===== src/sv/assert_macros.svh =====
// ---------------------------------------------------------------------------
// Assertion macros
// Shared concurrent assertion wrappers, clocked on clk_i, off during reset.
// ---------------------------------------------------------------------------
`ifndef ASSERT_MACROS_SVH
`define ASSERT_MACROS_SVH

`ifndef ASSERT_OFF
// Property must hold at every clock edge out of reset
`define ASSERT_ALWAYS(label, prop) \
  label: assert property (@(posedge clk_i) disable iff (!rst_ni) (prop)) \
    else $error("assertion failed");
// Condition must never be seen at a clock edge out of reset
`define ASSERT_NEVER(label, cond) \
  label: assert property (@(posedge clk_i) disable iff (!rst_ni) !(cond)) \
    else $error("forbidden condition seen");
`else
`define ASSERT_ALWAYS(label, prop)
`define ASSERT_NEVER(label, cond)
`endif

`endif


===== src/sv/adpcm4_pkg.sv =====
// ---------------------------------------------------------------------------
// adpcm4_pkg
// Types, constants and lookup tables for the 4-bit ADPCM decoder.
// ---------------------------------------------------------------------------
`timescale 1ns / 1ps
`default_nettype none

package adpcm4_pkg;

  localparam int unsigned StepCount = 49;
  localparam logic [5:0]  MaxIdx    = 6'(StepCount - 1);

  // Signal limits, 14-bit signed working width
  localparam logic signed [13:0] SigMax = 14'sd2047;
  localparam logic signed [13:0] SigMin = -14'sd2048;

  // Output limits, 21-bit signed working width
  localparam logic signed [20:0] OutMax = 21'sd32767;
  localparam logic signed [20:0] OutMin = -21'sd32768;

  typedef enum logic [1:0] {
    ActDecode  = 2'd0,
    ActSave    = 2'd1,
    ActRestore = 2'd2
  } action_e;

  // Input item, action in the low bits
  typedef struct packed {
    logic [3:0] code_nibble;
    logic [1:0] action;
  } in_item_t;

  // Decoded sample on its way to the gain stage
  typedef struct packed {
    logic               valid;
    logic signed [11:0] signal;
  } mid_t;

  // Step size table, floor(16 * 1.1^i)
  function automatic logic [10:0] step_size(input logic [5:0] idx);
    logic [10:0] st;
    unique case (idx)
      6'd0:  st = 11'd16;   6'd1:  st = 11'd17;   6'd2:  st = 11'd19;
      6'd3:  st = 11'd21;   6'd4:  st = 11'd23;   6'd5:  st = 11'd25;
      6'd6:  st = 11'd28;   6'd7:  st = 11'd31;   6'd8:  st = 11'd34;
      6'd9:  st = 11'd37;   6'd10: st = 11'd41;   6'd11: st = 11'd45;
      6'd12: st = 11'd50;   6'd13: st = 11'd55;   6'd14: st = 11'd60;
      6'd15: st = 11'd66;   6'd16: st = 11'd73;   6'd17: st = 11'd80;
      6'd18: st = 11'd88;   6'd19: st = 11'd97;   6'd20: st = 11'd107;
      6'd21: st = 11'd118;  6'd22: st = 11'd130;  6'd23: st = 11'd143;
      6'd24: st = 11'd157;  6'd25: st = 11'd173;  6'd26: st = 11'd190;
      6'd27: st = 11'd209;  6'd28: st = 11'd230;  6'd29: st = 11'd253;
      6'd30: st = 11'd279;  6'd31: st = 11'd307;  6'd32: st = 11'd337;
      6'd33: st = 11'd371;  6'd34: st = 11'd408;  6'd35: st = 11'd449;
      6'd36: st = 11'd494;  6'd37: st = 11'd544;  6'd38: st = 11'd598;
      6'd39: st = 11'd658;  6'd40: st = 11'd724;  6'd41: st = 11'd796;
      6'd42: st = 11'd876;  6'd43: st = 11'd963;  6'd44: st = 11'd1060;
      6'd45: st = 11'd1166; 6'd46: st = 11'd1282; 6'd47: st = 11'd1411;
      default: st = 11'd1552;
    endcase
    return st;
  endfunction

  // Step index adjustment by code magnitude
  function automatic logic signed [6:0] index_move(input logic [2:0] mag);
    logic signed [6:0] mv;
    unique case (mag)
      3'd4:    mv = 7'sd2;
      3'd5:    mv = 7'sd4;
      3'd6:    mv = 7'sd6;
      3'd7:    mv = 7'sd8;
      default: mv = -7'sd1;
    endcase
    return mv;
  endfunction

endpackage

`default_nettype wire


===== src/sv/adpcm_4bit_decoder.sv =====
// ---------------------------------------------------------------------------
// adpcm_4bit_decoder
// 4-bit ADPCM decoder to 12-bit signal with loop save/restore and Q8.8 gain.
// ---------------------------------------------------------------------------
//  channel | direction | payload
//  s_axis  | in        | tdata[1:0] action, tdata[5:2] code_nibble
//  m_axis  | out       | tdata[15:0] sample (signed)
//  cfg     | in        | cfg_wdata_i = gain_q8_8, written when cfg_we_i
//
//  One item per cycle sustained while m_axis_tready stays high; a decode
//  result passes the input register, then the decode state and mid stage,
//  then the gain output register before it is valid on m_axis. The
//  signal/step recurrence is combinational back into its own registers.
//  Save, restore and unused actions give no result.
//  Reset clears all loop state and sets the gain to 1.0; no clearing pass.
//  Output stalls reach s_axis_tready through a combinational ready chain;
//  each stage keeps taking data while it is empty or its successor drains.
// ---------------------------------------------------------------------------
`timescale 1ns / 1ps
`default_nettype none

module adpcm_4bit_decoder
  import adpcm4_pkg::*;
(
  input  wire logic        clk_i,
  input  wire logic        rst_ni,
  input  wire logic        s_axis_tvalid,
  output logic             s_axis_tready,
  input  wire logic [7:0]  s_axis_tdata,   // [1:0] action, [5:2] code_nibble
  output logic             m_axis_tvalid,
  input  wire logic        m_axis_tready,
  output logic [15:0]      m_axis_tdata,   // [15:0] sample
  input  wire logic        cfg_we_i,
  input  wire logic [15:0] cfg_wdata_i
);

  in_item_t in_item;
  mid_t     mid;
  logic     mid_ready;

  assign in_item.action      = s_axis_tdata[1:0];
  assign in_item.code_nibble = s_axis_tdata[5:2];

  adpcm4_core u_core (
    .clk_i       (clk_i),
    .rst_ni      (rst_ni),
    .in_valid_i  (s_axis_tvalid),
    .in_ready_o  (s_axis_tready),
    .in_item_i   (in_item),
    .mid_o       (mid),
    .mid_ready_i (mid_ready)
  );

  adpcm4_gain u_gain (
    .clk_i        (clk_i),
    .rst_ni       (rst_ni),
    .cfg_we_i     (cfg_we_i),
    .cfg_wdata_i  (cfg_wdata_i),
    .mid_i        (mid),
    .mid_ready_o  (mid_ready),
    .out_valid_o  (m_axis_tvalid),
    .out_ready_i  (m_axis_tready),
    .out_sample_o (m_axis_tdata)
  );

endmodule

`default_nettype wire


===== src/sv/adpcm4_core.sv =====
// ---------------------------------------------------------------------------
// adpcm4_core
// Input register and decode recurrence: signal, step index, loop save/restore.
// ---------------------------------------------------------------------------
`timescale 1ns / 1ps
`default_nettype none
`include "assert_macros.svh"

module adpcm4_core
  import adpcm4_pkg::*;
(
  input  wire logic     clk_i,
  input  wire logic     rst_ni,
  input  wire logic     in_valid_i,
  output logic          in_ready_o,
  input  wire in_item_t in_item_i,
  output mid_t          mid_o,
  input  wire logic     mid_ready_i
);

  logic     in_valid_q;
  in_item_t in_item_q;
  logic     mid_free, in_go;

  logic signed [11:0] signal_q, signal_d;
  logic [5:0]         step_idx_q, step_idx_d;
  logic signed [11:0] loop_signal_q, loop_signal_d;
  logic [5:0]         loop_idx_q, loop_idx_d;
  logic               loop_saved_q, loop_saved_d;
  logic               mid_valid_q, mid_valid_d;
  logic signed [11:0] mid_signal_q, mid_signal_d;

  logic [10:0]        st;
  logic [11:0]        diff_mag;
  logic signed [13:0] sig_sum, sig_clamped;
  logic signed [6:0]  idx_sum;
  logic [5:0]         idx_clamped;
  logic               do_save, do_restore;

  // Handshake: item leaves the input register when the mid stage frees up
  assign mid_free   = !mid_valid_q || mid_ready_i;
  assign in_go      = in_valid_q && mid_free;
  assign in_ready_o = !in_valid_q || mid_free;
  assign do_save    = in_go && (action_e'(in_item_q.action) == ActSave);
  assign do_restore = in_go && (action_e'(in_item_q.action) == ActRestore);

  // Input register
  always_ff @(posedge clk_i or negedge rst_ni) begin
    if (!rst_ni) begin
      in_valid_q <= 1'b0;
    end else if (in_ready_o) begin
      in_valid_q <= in_valid_i;
    end
  end

  always_ff @(posedge clk_i) begin
    if (in_valid_i && in_ready_o) begin
      in_item_q <= in_item_i;
    end
  end

  // Difference from step size and code magnitude
  always_comb begin
    st       = step_size(step_idx_q);
    diff_mag = {4'd0, st[10:3]};
    if (in_item_q.code_nibble[2]) diff_mag = diff_mag + {1'b0, st};
    if (in_item_q.code_nibble[1]) diff_mag = diff_mag + {2'd0, st[10:1]};
    if (in_item_q.code_nibble[0]) diff_mag = diff_mag + {3'd0, st[10:2]};
  end

  // Signal update with saturation
  always_comb begin
    if (in_item_q.code_nibble[3]) begin
      sig_sum = 14'(signal_q) - $signed({2'b00, diff_mag});
    end else begin
      sig_sum = 14'(signal_q) + $signed({2'b00, diff_mag});
    end
    if (sig_sum > SigMax) begin
      sig_clamped = SigMax;
    end else if (sig_sum < SigMin) begin
      sig_clamped = SigMin;
    end else begin
      sig_clamped = sig_sum;
    end
  end

  // Step index update with clamp
  always_comb begin
    idx_sum = $signed({1'b0, step_idx_q}) + index_move(in_item_q.code_nibble[2:0]);
    if (idx_sum < 7'sd0) begin
      idx_clamped = '0;
    end else if (idx_sum > $signed({1'b0, MaxIdx})) begin
      idx_clamped = MaxIdx;
    end else begin
      idx_clamped = idx_sum[5:0];
    end
  end

  // Next state by action
  always_comb begin
    signal_d      = signal_q;
    step_idx_d    = step_idx_q;
    loop_signal_d = loop_signal_q;
    loop_idx_d    = loop_idx_q;
    loop_saved_d  = loop_saved_q;
    mid_signal_d  = mid_signal_q;
    mid_valid_d   = mid_ready_i ? 1'b0 : mid_valid_q;
    if (in_go) begin
      unique case (action_e'(in_item_q.action))
        ActDecode: begin
          signal_d     = sig_clamped[11:0];
          step_idx_d   = idx_clamped;
          mid_signal_d = sig_clamped[11:0];
          mid_valid_d  = 1'b1;
        end
        ActSave: begin
          if (!loop_saved_q) begin
            loop_signal_d = signal_q;
            loop_idx_d    = step_idx_q;
            loop_saved_d  = 1'b1;
          end
        end
        ActRestore: begin
          signal_d   = loop_signal_q;
          step_idx_d = loop_idx_q;
        end
        default: ;
      endcase
    end
  end

  // Loop state and mid stage
  always_ff @(posedge clk_i or negedge rst_ni) begin
    if (!rst_ni) begin
      signal_q      <= '0;
      step_idx_q    <= '0;
      loop_signal_q <= '0;
      loop_idx_q    <= '0;
      loop_saved_q  <= 1'b0;
      mid_valid_q   <= 1'b0;
    end else begin
      signal_q      <= signal_d;
      step_idx_q    <= step_idx_d;
      loop_signal_q <= loop_signal_d;
      loop_idx_q    <= loop_idx_d;
      loop_saved_q  <= loop_saved_d;
      mid_valid_q   <= mid_valid_d;
    end
  end

  always_ff @(posedge clk_i) begin
    mid_signal_q <= mid_signal_d;
  end

  assign mid_o.valid  = mid_valid_q;
  assign mid_o.signal = mid_signal_q;

  // Checks
  `ASSERT_ALWAYS(a_idx_range, step_idx_q <= MaxIdx)
  `ASSERT_NEVER(a_saved_sticky, $fell(loop_saved_q))
  `ASSERT_ALWAYS(a_restore_sig, do_restore |=> signal_q == $past(loop_signal_q))
  `ASSERT_ALWAYS(a_restore_idx, do_restore |=> step_idx_q == $past(loop_idx_q))
  `ASSERT_ALWAYS(a_save_once, do_save && loop_saved_q |=> $stable({loop_signal_q, loop_idx_q}))

endmodule

`default_nettype wire


===== src/sv/adpcm4_gain.sv =====
// ---------------------------------------------------------------------------
// adpcm4_gain
// Gain register, Q8.8 multiply with truncation toward zero, output register.
// ---------------------------------------------------------------------------
`timescale 1ns / 1ps
`default_nettype none

module adpcm4_gain
  import adpcm4_pkg::*;
(
  input  wire logic        clk_i,
  input  wire logic        rst_ni,
  input  wire logic        cfg_we_i,
  input  wire logic [15:0] cfg_wdata_i,
  input  wire mid_t        mid_i,
  output logic             mid_ready_o,
  output logic             out_valid_o,
  input  wire logic        out_ready_i,
  output logic [15:0]      out_sample_o
);

  logic [15:0]        gain_q;
  logic               out_valid_q;
  logic signed [15:0] out_sample_q, out_sample_d;
  logic signed [16:0] gain_s;
  logic signed [28:0] prod, prod_biased;
  logic signed [20:0] quot;
  logic               load;

  assign mid_ready_o = !out_valid_q || out_ready_i;
  assign load        = mid_i.valid && mid_ready_o;

  // Gain register
  always_ff @(posedge clk_i or negedge rst_ni) begin
    if (!rst_ni) begin
      gain_q <= 16'd256;
    end else if (cfg_we_i) begin
      gain_q <= cfg_wdata_i;
    end
  end

  // Multiply, divide by 256 toward zero, saturate
  always_comb begin
    gain_s      = $signed({1'b0, gain_q});
    prod        = mid_i.signal * gain_s;
    prod_biased = prod + (prod[28] ? 29'sd255 : 29'sd0);
    quot        = prod_biased[28:8];
    if (quot > OutMax) begin
      out_sample_d = 16'sh7fff;
    end else if (quot < OutMin) begin
      out_sample_d = -16'sh8000;
    end else begin
      out_sample_d = quot[15:0];
    end
  end

  // Output register
  always_ff @(posedge clk_i or negedge rst_ni) begin
    if (!rst_ni) begin
      out_valid_q <= 1'b0;
    end else if (mid_ready_o) begin
      out_valid_q <= mid_i.valid;
    end
  end

  always_ff @(posedge clk_i) begin
    if (load) begin
      out_sample_q <= out_sample_d;
    end
  end

  assign out_valid_o  = out_valid_q;
  assign out_sample_o = out_sample_q;

endmodule

`default_nettype wire


===== config.mk =====
export PLATFORM = sky130hd
export DESIGN_NAME = adpcm_4bit_decoder
export DESIGN_NICKNAME = d
export VERILOG_FILES = /design/src/sv/adpcm4_pkg.sv /design/src/sv/adpcm_4bit_decoder.sv /design/src/sv/adpcm4_core.sv /design/src/sv/adpcm4_gain.sv
export VERILOG_INCLUDE_DIRS = /design/src /design/src/sv
export SDC_FILE = /design/constraint.sdc
export NUM_CORES = 1
export LEC_CHECK = 0
export ABC_AREA = 1
export BUFFER_PORTS_ARGS = -buffer_cell sky130_fd_sc_hd__buf_2
export CAP_MARGIN = 20
export CORE_AREA = 10 10 168 170
export DETAILED_ROUTE_END_ITERATION = 12
export DIE_AREA = 0 0 178 180
export PLACE_DENSITY_LB_ADDON = 0.05
export SLEW_MARGIN = 30
export SYNTH_ARGS = -nofsm -noshare
export SYNTH_HDL_FRONTEND = slang
export SYNTH_SLANG_ARGS = --single-unit

===== constraint.sdc =====
create_clock -name clk_i -period 8.7 [get_ports clk_i]
set_input_delay 0 -clock clk_i [delete_from_list [all_inputs] [get_ports clk_i]]
set_output_delay 0 -clock clk_i [all_outputs]
set_load 0.005 [all_outputs]

# [Yosys cells after proc, flatten, opt, wreduce, memory -nomap -nowiden]
# Memory sizes are Yosys's and may differ from the RTL's.
# Index checks and enable logic that the tools add are counted.
[totals] register_bits=90 romBits=704 inputBits=29 word_cells=66 n_memories=1
[classes] add_sub_neg=7 mul=1 n_lt_le_gt_ge=6 n_eq_ne=6 n_mux=16 bitwise_logic=1 n_reduce_logical=15
[memory_table] name="(no name shown)" words=64 word_bits=11 rd=1 rd_ports_with_merged_regs=0 wr=0 line_no="adpcm4_pkg.sv:42" text="unique case (idx)"
[op_table] op="2-to-1 mux 12 bit" n=5
[op_table] op="adder 29 bit" n=1
[op_table] op="multiplier 12 x 17 -> 29 bit" n=1
[op_table] op="one-hot mux 7 bit (4 select lines)" n=1
[op_table] op="one-hot mux 12 bit (2 select lines)" n=1
[op_table] op="> comparator 21 x 16 -> 1 bit, second input constant" n=1
[op_table] op="less-than comparator 21 x 16 -> 1 bit, second input constant" n=1
[op_table] op="2-to-1 mux 16 bit" n=1
[op_table] op="adder 12 x 13 -> 14 bit" n=1
[op_table] op="> comparator 14 x 12 -> 1 bit, second input constant" n=1
[op_table] op="less-than comparator 14 x 12 -> 1 bit, second input constant" n=1
[op_table] op="2-to-1 mux 14 bit" n=1
[op_table] op="subtractor 12 x 13 -> 14 bit" n=1
[op_table] op="adder 12 x 10 -> 12 bit" n=1
[op_table] op="adder 12 x 9 -> 12 bit" n=1
[op_table] op="adder 8 x 11 -> 12 bit" n=1
[op_table] op="== test 3 bit, second input constant" n=4
[op_table] op="2-to-1 mux 6 bit" n=2
[op_table] op="one-hot mux 6 bit (2 select lines)" n=1
[op_table] op="2-to-1 mux 8 bit" n=1
[op_table] op="adder 7 bit" n=1
[op_table] op="> comparator 7 bit, second input constant" n=1
[op_table] op="less-than comparator 7 x 1 -> 1 bit, second input constant" n=1
[op_table] op="AND reduction 2 bit" n=3
[op_table] op="other kinds (10)" n=18

# [Logic depth before layout (Yosys ltp)]
# An unclocked memory read counts as a cell.
[depth] depth_word=13 ltp_mapped=57

# [Hierarchy]
# From an unflattened synthesis, not the netlist that was laid out.
[unflattened] cells_unflattened=2209 hier_area_um2=15387.3
[by_module_without_submodules] mod="adpcm4_gain" instances=1 cells_each=1297 area_per_inst_um2=9145.0 seq_area_each_um2=907.1
[by_module_without_submodules] mod="adpcm4_core" instances=1 cells_each=912 area_per_inst_um2=6242.2 seq_area_each_um2=1516.5

# [Worst setup path before layout]
# Ideal clock, no wire load.
[synth_timing] path_kind="register to register" from="register u_core.step_idx_q[0]" to="register u_core.mid_signal_q[1] (data pin)" setup_time_ns=0.256 arrival_ns=6.707 required_ns=8.444 path_slack_ns=1.737 path_stages_with_launch=51 period_less_slack_ns=6.963 path_cell_list="dfrtp_1 inv_1 ha_1 nand2_1 inv_1 a211oi_1 o31ai_1 a32oi_1 inv_1 ha_1 nand2_1 nand3_1 nand2_1 nand3_1 nand2_1 inv_1 ha_1 a21oi_1 (+15 left out) ha_1 nand2_1 nor3_1 nand2_1 o211ai_1 nand2_1 nand2_1 nand2_1 nand2_1 a21oi_1 o21bai_1 xor2_1 inv_1 nand2_1 nand3_1 buf_4 nand2_1 nand2_1"
[synth_between] elab_chain_len=12
[synth_lines] element="start: declaration" line_no="adpcm4_core.sv:26" text="logic [5:0] step_idx_q, step_idx_d;"
[synth_lines] element="start signal: assignment" line_no="adpcm4_core.sv:143" text="step_idx_q <= step_idx_d;"
[synth_lines] element="memory (64 x 11 bit) (*)"
[synth_lines] element="adder 8 x 11 -> 12 bit" line_no="adpcm4_core.sv:66" text="if (in_item_q.code_nibble[2]) diff_mag = diff_mag + {1'b0, st};"
[synth_lines] element="2-to-1 mux 12 bit" line_no="adpcm4_core.sv:66"
[synth_lines] element="adder 12 x 10 -> 12 bit" line_no="adpcm4_core.sv:67" text="if (in_item_q.code_nibble[1]) diff_mag = diff_mag + {2'd0, st[10:1]};"
[synth_lines] element="2-to-1 mux 12 bit" line_no="adpcm4_core.sv:67"
[synth_lines] element="adder 12 x 9 -> 12 bit" line_no="adpcm4_core.sv:68" text="if (in_item_q.code_nibble[0]) diff_mag = diff_mag + {3'd0, st[10:2]};"
[synth_lines] element="2-to-1 mux 12 bit (*)" line_no="adpcm4_core.sv:68"
[synth_lines] element="adder 12 x 13 -> 14 bit or subtractor 12 x 13 -> 14 bit (tied branches)" line_no="adpcm4_core.sv:76, adpcm4_core.sv:74"
[synth_lines] element="2-to-1 mux 14 bit (*)" line_no="adpcm4_core.sv:73" text="if (in_item_q.code_nibble[3]) begin"
[synth_lines] element="less-than comparator 14 x 12 -> 1 bit" line_no="adpcm4_core.sv:80" text="end else if (sig_sum < SigMin) begin"
[synth_lines] element="2-to-1 mux 12 bit" line_no="adpcm4_core.sv:80"
[synth_lines] element="2-to-1 mux 12 bit (*)" line_no="adpcm4_core.sv:78" text="if (sig_sum > SigMax) begin"
[synth_lines] element="via u_core.sig_clamped[1]" line_no="adpcm4_core.sv:35" text="logic signed [13:0] sig_sum, sig_clamped;"
[synth_lines] element="end signal: assignment" line_no="adpcm4_core.sv:152" text="mid_signal_q <= mid_signal_d;"
[synth_lines] element="end: declaration" line_no="adpcm4_core.sv:31" text="logic signed [11:0] mid_signal_q, mid_signal_d;"
# Mark *: on every way through the listed nets, which the timed path passes. The rest lies on a longest branch.
# A chain may end at the register's enable or synchronous reset.

# [Worst setup path in the final report]
[layout_timing] from="register u_core.step_idx_q[1]" to="register u_core.signal_q[9]"
[layout_between] elab_chain_len=13
[layout_lines] element="memory (64 x 11 bit) (*)"
[layout_lines] element="adder 8 x 11 -> 12 bit" line_no="adpcm4_core.sv:66"
[layout_lines] element="2-to-1 mux 12 bit" line_no="adpcm4_core.sv:66"
[layout_lines] element="adder 12 x 10 -> 12 bit" line_no="adpcm4_core.sv:67"
[layout_lines] element="2-to-1 mux 12 bit" line_no="adpcm4_core.sv:67"
[layout_lines] element="adder 12 x 9 -> 12 bit" line_no="adpcm4_core.sv:68"
[layout_lines] element="2-to-1 mux 12 bit (*)" line_no="adpcm4_core.sv:68"
[layout_lines] element="adder 12 x 13 -> 14 bit or subtractor 12 x 13 -> 14 bit (tied branches)" line_no="adpcm4_core.sv:76, adpcm4_core.sv:74"
[layout_lines] element="2-to-1 mux 14 bit (*)" line_no="adpcm4_core.sv:73"
[layout_lines] element="less-than comparator 14 x 12 -> 1 bit" line_no="adpcm4_core.sv:80"
[layout_lines] element="2-to-1 mux 12 bit" line_no="adpcm4_core.sv:80"
[layout_lines] element="2-to-1 mux 12 bit (*)" line_no="adpcm4_core.sv:78"
[layout_lines] element="one-hot mux 12 bit (2 select lines) (*)" line_no="adpcm4_core.sv:109" text="unique case (action_e'(in_item_q.action))"
[layout_lines] element="end signal: assignment" line_no="adpcm4_core.sv:142" text="signal_q <= signal_d;"
[layout_lines] element="end: declaration" line_no="adpcm4_core.sv:25" text="logic signed [11:0] signal_q, signal_d;"
# Mark *: on every way between the ends. The rest lies on a longest branch, timed or not.

==> implementation parameters <==
Parameter                              Value

Yosys
  Seq/Total Area, Yosys ... 16.46%
  Post-Synthesis Net Count ... 2393
  Mean instance size in the synthesized netlist ... about 7.1 sq um
  Gate Count Post-Synth ... 2072
  Xor and xnor fraction of the mapped netlist area ... 3.782%
  Portion of netlist area occupied by mux cells ... 0.2295%
  Area share of and/or/nand/nor cells after synthesis ... 25.89%
  Main combinational cell family by area after synthesis ... adder cells
  Number of synthesized register bits ... 90
  Netlist cell types ... 56
  Fraction of the mapped netlist area in compound gates ... 8.474%
  Adder and majority cell fraction of the synthesized area ... 32.26%
  Post-synthesis instance area ... ~15000 sq um
  Total number of yosys warnings ... 0

Route
  Number of DRC violations after detailed routing ... 0
  Number of nets with antenna violations after routing ... 0
  Routed vias ... 12820
  Number of design-rule violations left by the first detailed-router iteration ... ~700
  Wire length per cell ... ~15 um
  Total routed wirelength ... 35740 um
  Total iterations of the first detailed-routing run ... 5
  Vias per cell ... between 5 and 6

Timing
  Slew at the pin with the worst max-slew slack ... 896.8 ps
  Setup Total Neg Slack ... 0 ps
  Min Tclk post-route ... 7811 ps
  Number of setup violations in the final report ... 0
  FMAX ... 128.0 MHz
  Period Utilization, post-route ... 89.78%
  Tightest slew margin relative to the limit ... 40.21%
  Setup repair after global routing missed its margin ... no
  Max Clock Skew ... roughly 17 ps
  Final Hold Viols ... 0
  Final max-slew violation count ... 0

Critical path
  Crit path kind ... reg2reg
  Required arrival time at the worst endpoint ... ~9000 ps
  Cell repeated most along the worst path ... sky130_fd_sc_hd__nand2_1
  Type of element launching the critical path ... flip-flop
  Endpoint kind of the worst setup timing path ... flip-flop
  Crit path largest cell delay ... 420 ps
  R2R setup slack ... 890 ps
  Endpoint arrival time on the critical path ... 8070 ps
  Crit path max fanout ... 11
  Slowest CP cell ... sky130_fd_sc_hd__ha_1

Floorplan
  FP Rows ... 58
  Area inside the core boundary ... about 25000 sq um
  Count of pins on the block boundary ... 47
  Die width ... about 180 um
  Die Footprint ... roughly 32000 sq um
  Height of the die ... about 180 um
  Initial core utilization ... between 50% and 60%

Clock network
  CTS max path bufs ... 2
  Source-to-sink clock delay at the later pin of the worst-skew pair ... 360 ps
  Root Buffer Master ... sky130_fd_sc_hd__clkbuf_16
  TritonCTS clock tree ... yes
  Setup Fix Bufs, Post-CTS ... 0
  Number of clock buffers inserted by TritonCTS ... 9
  Number of levels the H-tree was split into ... 3
  Clock net sink count ... 90
  Clock input transition at the sequential cells of the worst setup and hold paths ... 80 ps

Cells and area
  Ratio of cells with drive above 1 in the final layout ... 6.190%
  Post-route cell area ... 15710 sq um
  Final core utilization ... 63.12%
  Ant diodes ... 0
  Area delta synth->final ... 6.723%
  Nets@finish ... 2416

Placed design
  Number of buffers inserted by port buffering ... 44
  Post-detailed-placement cell area ... 15140 sq um
  GPL Wtd Cong ... between 0.9 and 1
  Half-perimeter wire length after placement ... 28760 um

Global routing
  Total Routing Usage GR ... between 20% and 30%
  Maximum number of pins on one net before global-route repair ... between 50 and 60
  Number of antenna violations at the first check in global routing ... 0
  Via count of the first global-routing pass ... 13050
  First-pass GRT wire length ... 62400 um
  Residual overflow from global routing ... 0

Status
  Status ... completed

Hold path
  Hold Path Class ... in2reg

Job
  Max capacitance violation total ... 0
## metal layers
layer	part of all wire, %	wire length (um)	GRT usage (%)
met1	42	15150	27.78
met5	0	0	0
met3	2.3	832	2.179
met2	53	18840	42.81
met4	2.6	920	7.672
## cell usage after synthesis (all sizes together)
library cell  number  area (sq um)
nor4               3         25.02
a21o               4         30.03
or2                8         50.05
o2111ai            1         8.760
a32oi              1         8.760
xnor2             20         175.2
a211oi             1         7.510
xor2              41         381.6
fa               146          2923
dfrtp             55          1376
and2               6         37.54
o221ai             1         8.760
inv              418          1569
dfstp              1         26.28
a22oi              1         7.510
a32o               1         10.01
nand2            615          2351
mux2               3         33.78
o211ai             7         52.55
buf               17         116.4
a21boi             1         7.510
a21oi            109         553.0
nand3            122         625.6
a31o               2         17.52
nor3               8         51.30
o31ai              4         30.03
ha               146          1827
nand3b             4         30.03
nand4             23         158.9
edfxtp            34          1021
a31oi              4         25.02
clkinv             2         7.510
o21a               1         7.510
o21ai             76         384.1
o22ai              4         25.02
o21bai             8         63.81
clkbuf            55         206.5
nor2             119         481.7
## path summary, 6_finish.rpt
kind,to,depth (start not counted),from
hold / removal,u_gain.gain_q[8],3,cfg_we_i
max in group asynchronous,u_core.loop_signal_q[2],3,rst_ni
hold reg to reg,u_core.loop_saved_q,2,u_core.loop_saved_q
setup reg to reg,u_core.signal_q[9],50,u_core.step_idx_q[1]
setup / recovery,u_core.signal_q[9],50,u_core.step_idx_q[1]
min in group asynchronous,u_core.step_idx_q[0],3,rst_ni
## flip-flops by register name (all words and copies together) (netlist names)
name and flops:
u_core.loop_saved_q 1, u_core.signal_q 12, u_core.step_idx_q 6, u_core.loop_idx_q 6
u_gain.out_sample_o 16, u_core.in_valid_q 1, u_core.mid_valid_q 1, u_gain.out_valid_o 1
u_core.loop_signal_q 12, u_core.in_item_q 6, u_core.mid_signal_q 12, u_gain.gain_q 16
## placed cells by master, fill, tap and decap left out, drive strengths merged, types with 2 or more instances in the layout
| cell type | n |
|---|---|
| clkbuf | 10 |
| nand2 | 615 |
| a31oi | 4 |
| ha | 146 |
| mux2 | 3 |
| buf | 59 |
| o22ai | 4 |
| nand4 | 23 |
| clkinv | 3 |
| o21bai | 8 |
| and2 | 6 |
| a21o | 4 |
| a21oi | 109 |
| dfrtp | 55 |
| o21ai | 76 |
| fa | 146 |
| o211ai | 7 |
| xor2 | 41 |
| dlygate4sd3 | 25 |
| nor3 | 8 |
| inv | 422 |
| nand3b | 4 |
| nand3 | 122 |
| xnor2 | 20 |
| or2 | 8 |
| nor2 | 119 |
| a31o | 2 |
| o31ai | 4 |
| nor4 | 3 |
| edfxtp | 34 |
## per-stage QoR
stage / setup WS (ps) / hold slack (ps) / instances
finish: 889.3 / 77.95 / 2430
global route: 35.25 / 111.3 / 2430
CTS: 749.7 / 60.54 / 2430
detailed placement: 777.3 / 178.7 / 2389
global placement: 959.0 / 177.5 / 2389
floorplan: 1737 / -295.6 / 2072
## critical path: cells and delay by family (launching register included)
family	cells	cell delay, ps
compound gates	8	1420
xor+xnor	2	360
fa+ha+maj	5	1690
buf+inv	4	470
flops	1	360
simple gates	31	3410
## area by class of cell
| cell class | instances | area, sq um |
|---|---|---|
| clock buffer | 10 | 250.2 |
| tap | 330 | 412.9 |
| inverter | 420 | 1577 |
| timing repair buffer | 84 | 583.1 |
| clock inverter | 6 | 53.80 |
| sequential | 90 | 2424 |
| multi-input combinational | 1490 | 10410 |
| fill | 2323 | 9180 |
## timing repair
action / 4_1_cts / 5_1_grt
gates resized for setup: 0 / 2
hold buffers: 25 / 0
endpoints found under the hold margin: 79 / 0
setup endpoints to repair: 0 / 22
## kinds of logic after synthesis
family,count (synthesis)
buffers and inverters,492
flip-flops,90
AO/OA/AOI/OAI,226
adder cells (fa/ha/maj),292
multiplexers,3
XOR/XNOR,61
AND/OR/NAND/NOR,908
Power is left out: the tool's default activity adds up to more than one toggle a clock period on the data nets, which glitch-free logic cannot reach.
